`config.mk`:
```
export PLATFORM = sky130hd
export DESIGN_NAME = servo_command_parser
export DESIGN_NICKNAME = d
export VERILOG_FILES = /design/src/hw/rtl/scp_pkg.sv /design/src/hw/rtl/scp_in_reg.sv /design/src/hw/rtl/scp_parse.sv /design/src/hw/rtl/scp_out_reg.sv /design/src/hw/rtl/servo_command_parser.sv
export SDC_FILE = /design/constraint.sdc
export NUM_CORES = 1
export LEC_CHECK = 0
export BUFFER_PORTS_ARGS = -buffer_cell sky130_fd_sc_hd__buf_2
export CAP_MARGIN = 20
export CELL_PAD_IN_SITES_DETAIL_PLACEMENT = 0
export CELL_PAD_IN_SITES_GLOBAL_PLACEMENT = 1
export CORE_MARGIN = 2
export CORE_UTILIZATION = 45
export CTS_BUF_LIST = sky130_fd_sc_hd__clkbuf_4 sky130_fd_sc_hd__clkbuf_8
export DETAILED_ROUTE_END_ITERATION = 8
export GPL_ROUTABILITY_DRIVEN = 0
export GPL_TIMING_DRIVEN = 0
export PLACE_DENSITY = 0.88
export SYNTH_ARGS = -nofsm -noshare
export SYNTH_HDL_FRONTEND = slang
export SYNTH_SLANG_ARGS = --single-unit
```
`constraint.sdc`:
```
create_clock -name clk -period 9.15 [get_ports clk]
set_input_delay 0.4575 -clock clk [delete_from_list [all_inputs] [get_ports clk]]
set_output_delay 0.4575 -clock clk [all_outputs]
set_load 0.03 [all_outputs]
```
`src/hw/rtl/scp_pkg.sv`:
```
// ----------------------------------------------------------------------------
// scp_pkg
// Shared types and character codes for the servo command parser.
// ----------------------------------------------------------------------------
package scp_pkg;

  localparam logic [7:0] CHAR_HASH  = 8'h23;
  localparam logic [7:0] CHAR_P     = 8'h50;
  localparam logic [7:0] CHAR_T     = 8'h54;
  localparam logic [7:0] CHAR_CR    = 8'h0D;
  localparam logic [7:0] CHAR_ZERO  = 8'h30;
  localparam logic [7:0] CHAR_NINE  = 8'h39;
  localparam logic [7:0] CHAR_MINUS = 8'h2D;

  typedef struct packed {
    logic        valid;
    logic [7:0]  servo_number;
    logic [15:0] pulse_width;
    logic [15:0] move_time;
    logic        bad_command;
  } result_t;

endpackage

```
`src/hw/rtl/scp_in_reg.sv`:
```
// ----------------------------------------------------------------------------
// scp_in_reg
// Input register: captures one character word and holds it until parsed.
// ----------------------------------------------------------------------------
module scp_in_reg (
  input  logic       clk,
  input  logic       rst_n,
  input  logic       in_tvalid,
  output logic       in_tready,
  input  logic [7:0] in_tdata,
  input  logic       take,
  output logic       byte_valid,
  output logic [7:0] byte_data
);

  logic       valid_r;
  logic       valid_nxt;
  logic [7:0] data_r;
  logic       load;

  assign in_tready = !valid_r || take;
  assign load      = in_tvalid && in_tready;

  always_comb begin
    valid_nxt = valid_r;
    if (load) begin
      valid_nxt = 1'b1;
    end else if (take) begin
      valid_nxt = 1'b0;
    end
  end

  always_ff @(posedge clk) begin
    if (!rst_n) begin
      valid_r <= 1'b0;
    end else begin
      valid_r <= valid_nxt;
    end
  end

  always_ff @(posedge clk) begin
    if (load) begin
      data_r <= in_tdata;
    end
  end

  assign byte_valid = valid_r;
  assign byte_data  = data_r;

endmodule

```
`src/hw/rtl/scp_parse.sv`:
```
// ----------------------------------------------------------------------------
// scp_parse
// Command state machine: field accumulators, sign and digit flags, result.
// ----------------------------------------------------------------------------
module scp_parse (
  input  logic                 clk,
  input  logic                 rst_n,
  input  logic                 fire,
  input  logic [7:0]           byte_data,
  output scp_pkg::result_t     result
);

  typedef enum logic [1:0] {
    PH_HUNT  = 2'd0,
    PH_SERVO = 2'd1,
    PH_PULSE = 2'd2,
    PH_TIME  = 2'd3
  } phase_t;

  phase_t      phase_r, phase_nxt;
  logic [7:0]  servo_r, servo_nxt;
  logic [15:0] pulse_r, pulse_nxt;
  logic [15:0] time_r, time_nxt;
  logic        neg_r, neg_nxt;
  logic        has_digit_r, has_digit_nxt;

  logic [15:0] acc_sel;
  logic [15:0] acc_digit;
  logic [15:0] acc_fin;
  logic [7:0]  term;
  logic        is_digit;
  logic        is_minus;
  logic [7:0]  digit_off;

  assign is_digit  = (byte_data >= scp_pkg::CHAR_ZERO) && (byte_data <= scp_pkg::CHAR_NINE);
  assign is_minus  = byte_data == scp_pkg::CHAR_MINUS;
  assign digit_off = byte_data - scp_pkg::CHAR_ZERO;

  always_comb begin
    case (phase_r)
      PH_SERVO: begin
        acc_sel = {8'd0, servo_r};
        term    = scp_pkg::CHAR_P;
      end
      PH_PULSE: begin
        acc_sel = pulse_r;
        term    = scp_pkg::CHAR_T;
      end
      default: begin
        acc_sel = time_r;
        term    = scp_pkg::CHAR_CR;
      end
    endcase
  end

  assign acc_digit = (acc_sel << 3) + (acc_sel << 1) + {12'd0, digit_off[3:0]};
  assign acc_fin   = neg_r ? (16'd0 - acc_sel) : acc_sel;

  always_comb begin
    phase_nxt     = phase_r;
    servo_nxt     = servo_r;
    pulse_nxt     = pulse_r;
    time_nxt      = time_r;
    neg_nxt       = neg_r;
    has_digit_nxt = has_digit_r;
    result        = '0;
    if (fire) begin
      case (phase_r)
        PH_HUNT: begin
          if (byte_data == scp_pkg::CHAR_HASH) begin
            phase_nxt     = PH_SERVO;
            servo_nxt     = 8'd0;
            pulse_nxt     = 16'd0;
            time_nxt      = 16'd0;
            neg_nxt       = 1'b0;
            has_digit_nxt = 1'b0;
          end
        end
        default: begin
          if (is_digit) begin
            has_digit_nxt = 1'b1;
            case (phase_r)
              PH_SERVO: servo_nxt = acc_digit[7:0];
              PH_PULSE: pulse_nxt = acc_digit;
              default:  time_nxt  = acc_digit;
            endcase
          end else if (is_minus && !has_digit_r && !neg_r) begin
            neg_nxt = 1'b1;
          end else if (is_minus || (byte_data != term) || !has_digit_r) begin
            phase_nxt          = PH_HUNT;
            neg_nxt            = 1'b0;
            has_digit_nxt      = 1'b0;
            result.valid       = 1'b1;
            result.bad_command = 1'b1;
          end else begin
            neg_nxt       = 1'b0;
            has_digit_nxt = 1'b0;
            case (phase_r)
              PH_SERVO: begin
                servo_nxt = acc_fin[7:0];
                phase_nxt = PH_PULSE;
              end
              PH_PULSE: begin
                pulse_nxt = acc_fin;
                phase_nxt = PH_TIME;
              end
              default: begin
                time_nxt            = acc_fin;
                phase_nxt           = PH_HUNT;
                result.valid        = 1'b1;
                result.servo_number = servo_r;
                result.pulse_width  = pulse_r;
                result.move_time    = acc_fin;
              end
            endcase
          end
        end
      endcase
    end
  end

  always_ff @(posedge clk) begin
    if (!rst_n) begin
      phase_r     <= PH_HUNT;
      servo_r     <= 8'd0;
      pulse_r     <= 16'd0;
      time_r      <= 16'd0;
      neg_r       <= 1'b0;
      has_digit_r <= 1'b0;
    end else begin
      phase_r     <= phase_nxt;
      servo_r     <= servo_nxt;
      pulse_r     <= pulse_nxt;
      time_r      <= time_nxt;
      neg_r       <= neg_nxt;
      has_digit_r <= has_digit_nxt;
    end
  end

endmodule

```
`src/hw/rtl/scp_out_reg.sv`:
```
// ----------------------------------------------------------------------------
// scp_out_reg
// Result register: holds one result word until the receiver takes it.
// ----------------------------------------------------------------------------
module scp_out_reg (
  input  logic              clk,
  input  logic              rst_n,
  input  logic              load,
  input  scp_pkg::result_t  result,
  output logic              free,
  output logic              out_tvalid,
  input  logic              out_tready,
  output logic [39:0]       out_tdata,
  output logic [0:0]        out_tuser
);

  logic        valid_r;
  logic        valid_nxt;
  logic [39:0] data_r;
  logic        bad_r;

  assign free = !valid_r || out_tready;

  always_comb begin
    valid_nxt = valid_r;
    if (load) begin
      valid_nxt = result.valid;
    end else if (out_tready) begin
      valid_nxt = 1'b0;
    end
  end

  always_ff @(posedge clk) begin
    if (!rst_n) begin
      valid_r <= 1'b0;
    end else begin
      valid_r <= valid_nxt;
    end
  end

  always_ff @(posedge clk) begin
    if (load && result.valid) begin
      data_r <= {result.move_time, result.pulse_width, result.servo_number};
      bad_r  <= result.bad_command;
    end
  end

  assign out_tvalid = valid_r;
  assign out_tdata  = data_r;
  assign out_tuser  = bad_r;

endmodule

```
`src/hw/rtl/servo_command_parser.sv`:
```
// ----------------------------------------------------------------------------
// servo_command_parser
// Parses '#' servo 'P' pulse 'T' time CR commands from an ASCII byte stream.
// ----------------------------------------------------------------------------
// Input channel in_*: one ASCII character word per handshake. Output
// channel out_*: one result word per finished command (carriage return) or
// per malformed command, with out_tuser set for an error; the numeric
// fields are then zero. Bytes outside a command give no word.
// A character passes an input register, then the parse state machine, then
// a result register, which registers the word and raises out_tvalid when
// the state machine accepts the carriage return. One character word is
// taken every cycle while the result register is not stalled; the
// multiply-by-ten accumulate in the state machine is combinational.
// Reset (rst_n low, synchronous) empties both registers and returns the
// parser to hunting for '#' with all fields cleared.
// When the receiver stalls, the result register holds its word, the parser
// stops, and in_tready falls once the input register is full.
// ----------------------------------------------------------------------------
module servo_command_parser (
  input  logic        clk,
  input  logic        rst_n,
  input  logic        in_tvalid,
  output logic        in_tready,
  input  logic [7:0]  in_tdata,   // [7:0] byte_in
  output logic        out_tvalid,
  input  logic        out_tready,
  output logic [39:0] out_tdata,  // [7:0] servo_number, [23:8] pulse_width,
                                  // [39:24] move_time
  output logic [0:0]  out_tuser   // [0] bad_command
);

  logic             byte_valid;
  logic [7:0]       byte_data;
  logic             out_free;
  logic             fire;
  scp_pkg::result_t result;

  assign fire = byte_valid && out_free;

  scp_in_reg u_in_reg (
    .clk        (clk),
    .rst_n      (rst_n),
    .in_tvalid  (in_tvalid),
    .in_tready  (in_tready),
    .in_tdata   (in_tdata),
    .take       (fire),
    .byte_valid (byte_valid),
    .byte_data  (byte_data)
  );

  scp_parse u_parse (
    .clk       (clk),
    .rst_n     (rst_n),
    .fire      (fire),
    .byte_data (byte_data),
    .result    (result)
  );

  scp_out_reg u_out_reg (
    .clk        (clk),
    .rst_n      (rst_n),
    .load       (fire),
    .result     (result),
    .free       (out_free),
    .out_tvalid (out_tvalid),
    .out_tready (out_tready),
    .out_tdata  (out_tdata),
    .out_tuser  (out_tuser)
  );

endmodule

```
Word level (Yosys, flattened, before mapping)
Cells that the tools add are included.
{ "totals": {"inputBits": 12, "output_inout_bits": 43, "wordCells": 108, "register_bits": 95} }
{ "classes": {"order_cmp": 2, "addsub": 4, "reduce_logical": 28, "bitwise_logic": 1, "eq_ne": 14, "mux": 48} }
{ "op_table": {"columns": ["operator", "count"], "rows": [
  ["$mux 16", 14],
  ["$mux 42", 4],
  ["$mux 8", 7],
  ["$mux 41", 1],
  ["$mux 40", 1],
  ["$pmux 16 s2", 1],
  ["$reduce_and 6->1", 3],
  ["$add 16x16->16", 1],
  ["$add 16x4->16", 1],
  ["$eq 8x6->1 const B", 2],
  ["$sub 1x16->16 const A", 1],
  ["$pmux 7 s2", 1],
  ["$mux 1", 13],
  ["$mux 2", 5],
  ["$ne 3x3->1 const B", 3],
  ["$ge 8x6->1 const B", 1],
  ["$le 8x6->1 const B", 1],
  ["$ne 8x7->1", 1],
  ["$reduce_bool 4->1", 2],
  ["$reduce_or 7->1", 1],
  ["$logic_and 1x1->1", 6],
  ["$ne 3x2->1 const B", 2],
  ["$reduce_and 3->1", 2],
  ["$logic_not 1->1", 4],
  ["14 further kinds", 19]
]} }

Longest topological paths before layout
{ "logic_depth": {"word_depth": 11, "ltp_mapped": 20} }

Cells and area by module
From an unflattened synthesis, not the netlist that was laid out.
{ "hier_totals": {"cells_unflattened": 547, "area_unflattened_um2": 5315.1} }
{ "by_module_without_submodules": {"columns": ["module", "n_inst", "seq_area_each_um2", "cells_each", "area_per_inst_um2"], "rows": [
  ["scp_parse", 1, 880.8, 487, 3728.6],
  ["scp_out_reg", 1, 1251.2, 46, 1282.5],
  ["scp_in_reg", 1, 260.2, 13, 297.8],
  ["servo_command_parser", 1, 0.0, 1, 6.3]
]} }

Least setup slack after synthesis
Ideal clock, no wire load.
{ "synth_path": {"path_type": "reg-to-reg", "from": "register u_parse.phase_r[1]", "to": "register u_out_reg.data_r[0] (netlist: u_out_reg.out_tdata[0]), enable pin", "setup_slack_ns": 5.131, "path_buffers": 3, "path_stages_with_launch": 10, "setup_ns": 0.455, "t_required_ns": 8.695, "arrival_time_ns": 3.564, "synth_period_minus_slack_ns": 4.019, "path_cell_list": "dfxtp_1 -> inv_1 -> ha_1 -> buf_2 -> buf_6 -> buf_6 -> nor2b_1 -> a32oi_1 -> nor2_1 -> a21oi_1"} }
{ "synth_between": {"elab_chain_len": 11, "word_cells_on_any_way": 15, "cone_classes": "eq/ne: 3; mux: 7; reduce/logical: 5"} }
{ "synth_lines": {"columns": ["item", "line", "source"], "rows": [
  ["from (decl)", "scp_parse.sv:20", "phase_t phase_r, phase_nxt;"],
  ["from (signal assigned)", "scp_parse.sv:131", "phase_r <= phase_nxt;"],
  ["$eq 2x2->1 or $eq 2x1->1 (tied branches)", "scp_parse.sv:40, scp_parse.sv:98", null],
  ["$pmux 7 s2", "scp_parse.sv:40", "case (phase_r)"],
  ["$ne 8x7->1", "scp_parse.sv:89", "end else if (is_minus || (byte_data != term) || !has_digit_r) begin"],
  ["$logic_or 1x1->1 (2 in series)", "scp_parse.sv:89", null],
  ["$mux 1", "scp_parse.sv:89", null],
  ["$mux 42", "scp_parse.sv:87", "end else if (is_minus && !has_digit_r && !neg_r) begin"],
  ["$mux 42", "scp_parse.sv:80", "if (is_digit) begin"],
  ["$mux 42 *", "scp_parse.sv:68", "case (phase_r)"],
  ["$mux 42 *", "scp_parse.sv:67", "if (fire) begin"],
  ["$logic_and 1x1->1 *", "scp_out_reg.sv:42", "if (load && result.valid) begin"],
  ["to (signal assigned)", "scp_out_reg.sv:43", "data_r <= {result.move_time, result.pulse_width, result.servo_number};"],
  ["to (decl)", "scp_out_reg.sv:19", "logic [39:0] data_r;"]
]} }
Every way passes the cells marked *; elsewhere a longest branch is shown, timed or not.
A chain may end at the register's enable or synchronous reset.

Worst setup path in the final report
{ "layout_path": {"from": "register u_parse.phase_r[1]", "to": "register u_parse.pulse_r[15]"} }
{ "layout_between": {"elab_chain_len": 9, "word_cells_on_any_way": 24, "cone_classes": "add/sub: 3; eq/ne: 7; mux: 9; reduce/logical: 5"} }
{ "layout_lines": {"columns": ["item", "line", "source"], "rows": [
  ["branches (longest 9 deep; another with $add 16x16->16)", null, null],
  ["to (signal assigned)", "scp_parse.sv:133", "pulse_r <= pulse_nxt;"],
  ["to (decl)", "scp_parse.sv:22", "logic [15:0] pulse_r, pulse_nxt;"]
]} }
Several ways; the timed one is not identified. The select of a mux whose other input is x is not followed.

==> qor.yml <==
synth-seq-cells: 95
vias: 4457
die_area_mm2: 0.0130
fin_tns_setup_ps: 0
synth_cell_types: 70
synthSimpleGateAreaFrac_pct: 18.6
cts_root_cell: "clkbuf_8"
synth.yosys.seq_area_share_pct: 44.0
detailed_place_hpwl_mm: 10.5
post_drt_wl_per_cell_um: 17.7
critPathKind: "reg2reg"
clock_input_transition_at_the_sequential_cells_of_the_worst_setup_and_hold_paths_ps: 90
postSynthNetCount: 602
crit_path_largest_cell_delay_ps: 630
rsz0062_at_grt: "false"
synth_compound_area_share_pct: 18.9
cts_hold_buffers: 0
finalNonFillerCells: 775
hold_path_depth: 1
clk-insertion-delay-late_ps: 390
slew_headroom_pct: 39.7
drt_pass1_iterations: 5
initial_core_util_pct: 45.7
number_of_nets_with_antenna_violations_after_routing: 0
design.final.nets: 668
crit-reg2reg-launch: "u_parse.phase_r[1]$_SDFFE_PN0P_"
maxClockFrequency_mhz: 219
grt_pass1_vias: 4150
syn-instance-count: 557
final_layout_size_suffix_gt1_share_pct: 15.3
finalCritPeriodShare_pct: 49.9
multi_input_comb_area_mm2: 0.00285
seqCellArea_mm2: 0.00239
finished_core_util_pct: 51.4
dominantRegCellSynth: "edfxtp_1"
dpl.cell_count: 759
cts-buffers-inserted: 9
reg2reg_to: "u_parse.pulse_r[15]$_SDFFE_PN0P_"
cts_setup_buffers: 0
via_per_inst: 5.75
crit_required_ps: 9400
synth_async_sr_flop_share_pct: 0
yosys_warnings: 0
crit_chain: "inv_1 > ha_1 > buf_2 > buf_6 > buf_6 > buf_6 > buf_2 > o21ai_0 > ha_1 > ha_1 > and3_1 > a22o_1 > a31oi_1 > o21ai_0 > xnor2_1 > a211oi_1 > a21oi_1"
critical-path-slowest-cell: "o21ai_0"
area_delta_synth_final_pct: 12.6
arrival_ps: 4820
post-place-ws_ps: 4660
holdPathEnd: "u_in_reg.byte_data[1]$_DFFE_PP_"
synth-xor-area-share_pct: 4.35
worstHoldStart: "in_tdata[1]"
layout_setup_ws_ps: 4580
worst-slew-pin-transition_ps: 905
antenna_violations_before_repair: 0
number_of_flops_mapped_to_enable_cells_by_yosys: 49
grt_usage_pct: 21.8
drcViolationCount: 0
r2r_slack_ps: 4580
drtIter0Drc: 281
setup_viol_count_final: 0
endpoint_kind: "register"
number_of_top_level_design_ports: 55
port-buffer-count: 54
clock_tree_from_tritoncts: "yes"
die_width_um: 114
die_h_um: 114
maxCapViolations: 0
total_leakage_power_nw: 2.44
cts_sink_count: 95
post_synth_fa_ha_maj_area_fraction_pct: 7.86
crit_family: "compound AO/OA/AOI/OAI gates"
slew_violations: 0
htree_num_levels: 3
synth_area_mm2: 0.00544
synthMuxAreaShare_pct: 2.41
min-delay-path-class: "in2reg"
antenna_cells_inserted: 0
fin_skew_ps: 17.3
global_route.overflow_total: 0
r2r_cells: 17
detail_route.wirelength_mm: 13.7
power_per_cell_area_mw_per_mm2: 123
start_kind: "register"
maximum_vdd_drop_mv: 0.0721
outcome: "finished clean"
syn_area_per_cell_um2: 9.77
synth_top_family_by_area: "compound AO/OA/AOI/OAI gates"
cts-resized-gates: 0
fillerInstances: 1133
clk_path_buf_depth: 2
critical_path.n_buffers_inverters: 6
worstPathMaxFanout: 10
timing.final.crit_period_ps: 4570
grt_max_degree: 31
std_cell_rows: 40
floorplan.core_area_mm2: 0.0119
hold_slack_ps: 239
report.final.hold_viol_count: 0
first_pass_grt_wire_length_mm: 21.8
## worst max-delay path by stage
stage	from	depth (start not counted)	slack, ps	to
final	u_parse.phase_r[1]$_SDFFE_PN0P_	17	4580	u_parse.pulse_r[15]$_SDFFE_PN0P_
after global routing	u_parse.phase_r[1]$_SDFFE_PN0P_	17	4350	u_parse.pulse_r[15]$_SDFFE_PN0P_
after CTS	u_parse.phase_r[1]$_SDFFE_PN0P_	17	4640	u_parse.pulse_r[15]$_SDFFE_PN0P_
after detailed placement	u_parse.phase_r[1]$_SDFFE_PN0P_	17	4660	u_parse.pulse_r[15]$_SDFFE_PN0P_
after global placement	u_in_reg.byte_data[3]$_DFFE_PP_	6	3850	u_out_reg.out_tdata[22]$_SDFFCE_PP0P_
after floorplan	u_parse.phase_r[1]$_SDFFE_PN0P_	9	5130	u_out_reg.out_tdata[0]$_SDFFCE_PP0P_
## area by class of cell
type / instances / area share [%]
inverters: 13 / 0.796
clock buffers: 11 / 2.37
clock inverters: 5 / 0.919
flip-flops and latches: 95 / 39.0
multi-input cells: 417 / 46.5
repair buffers: 55 / 4.74
plain buffers: 32 / 2.65
well taps: 147 / 3.00
## worst reg2reg max path: stages (launching register included)
cell and delay (ps):
dfxtp_1 400, inv_1 80, ha_1 260, buf_2 170, buf_6 160, buf_6 140, buf_6 140, buf_2 200
o21ai_0 630, ha_1 350, ha_1 380, and3_1 230, a22o_1 180, a31oi_1 250, o21ai_0 190, xnor2_1 150
a211oi_1 410, a21oi_1 120
## sequential cells by signal, summed over array words and instances (netlist names)
name,flops
u_in_reg.byte_valid,1
u_parse.phase_r,2
u_parse.pulse_r,16
u_out_reg.out_tvalid,1
u_parse.has_digit_r,1
u_parse.neg_r,1
u_out_reg.out_tuser,1
u_parse.servo_r,8
u_out_reg.out_tdata,40
u_parse.time_r,16
u_in_reg.byte_data,8
## cell usage after synthesis, drive strengths merged, types with 9 or more instances
master / n / share of area, %
a211oi: 9 / 1.6
a21boi: 10 / 1.4
a21o: 9 / 1.3
a21oi: 29 / 2.8
a22oi: 9 / 1.5
a31oi: 12 / 1.4
and2: 30 / 3.4
buf: 10 / 1.5
clkbuf: 22 / 1.5
dfxtp: 46 / 17
edfxtp: 49 / 27
ha: 31 / 7.1
inv: 12 / 0.83
mux2i: 12 / 2.2
nand2: 42 / 2.9
nand3: 14 / 1.3
nor2: 53 / 3.7
nor2b: 17 / 2.0
o21ai: 30 / 2.9
xnor2: 16 / 2.6
xor2: 11 / 1.8
## through the flow
stage / total power, W / area [um^2]
final: 0.000757 / 6130
after global routing: 0.000782 / 6130
after CTS: 0.000763 / 6130
after detailed placement: 0.000476 / 5930
after global placement: 0.000475 / 5900
after floorplan: 0.000468 / 5440
## cells in the final DEF (no fill, tap or decap), drive strengths merged, types with 13 or more instances in the layout
master | synthesis | layout
o21ai | 30 | 30
buf | 10 | 65
nand2 | 42 | 42
and2 | 30 | 30
xnor2 | 16 | 16
dfxtp | 46 | 46
inv | 12 | 13
nand3 | 14 | 14
nor2b | 17 | 17
clkbuf | 22 | 33
ha | 31 | 31
nor2 | 53 | 53
a21oi | 29 | 29
edfxtp | 49 | 49
## power by group
part	switching, W	internal [W]
combinational	0.0000109	0.00000665
sequential	0.00000237	0.000446
clock	0.000154	0.000137
## layer usage
layer / wire length [um] / track usage [%] / vias up
met2: 6060 / 32.7 / 155
li1: - / - / 2161
met1: 6440 / 30.4 / 2118
met4: 413 / 10.2 / 0
met5: 0 / 0 / -
met3: 823 / 4.46 / 23
## logic make-up (layout without fill, tap and decap cells)
kind of cell    after synthesis  count (layout)
compound gates              147             147
mux                          13              13
fa+ha+maj                    33              33
simple gates                197             197
xor+xnor                     27              27
flops                        95              95
buf+inv                      45             116
Power figures use the tool's default switching activity.
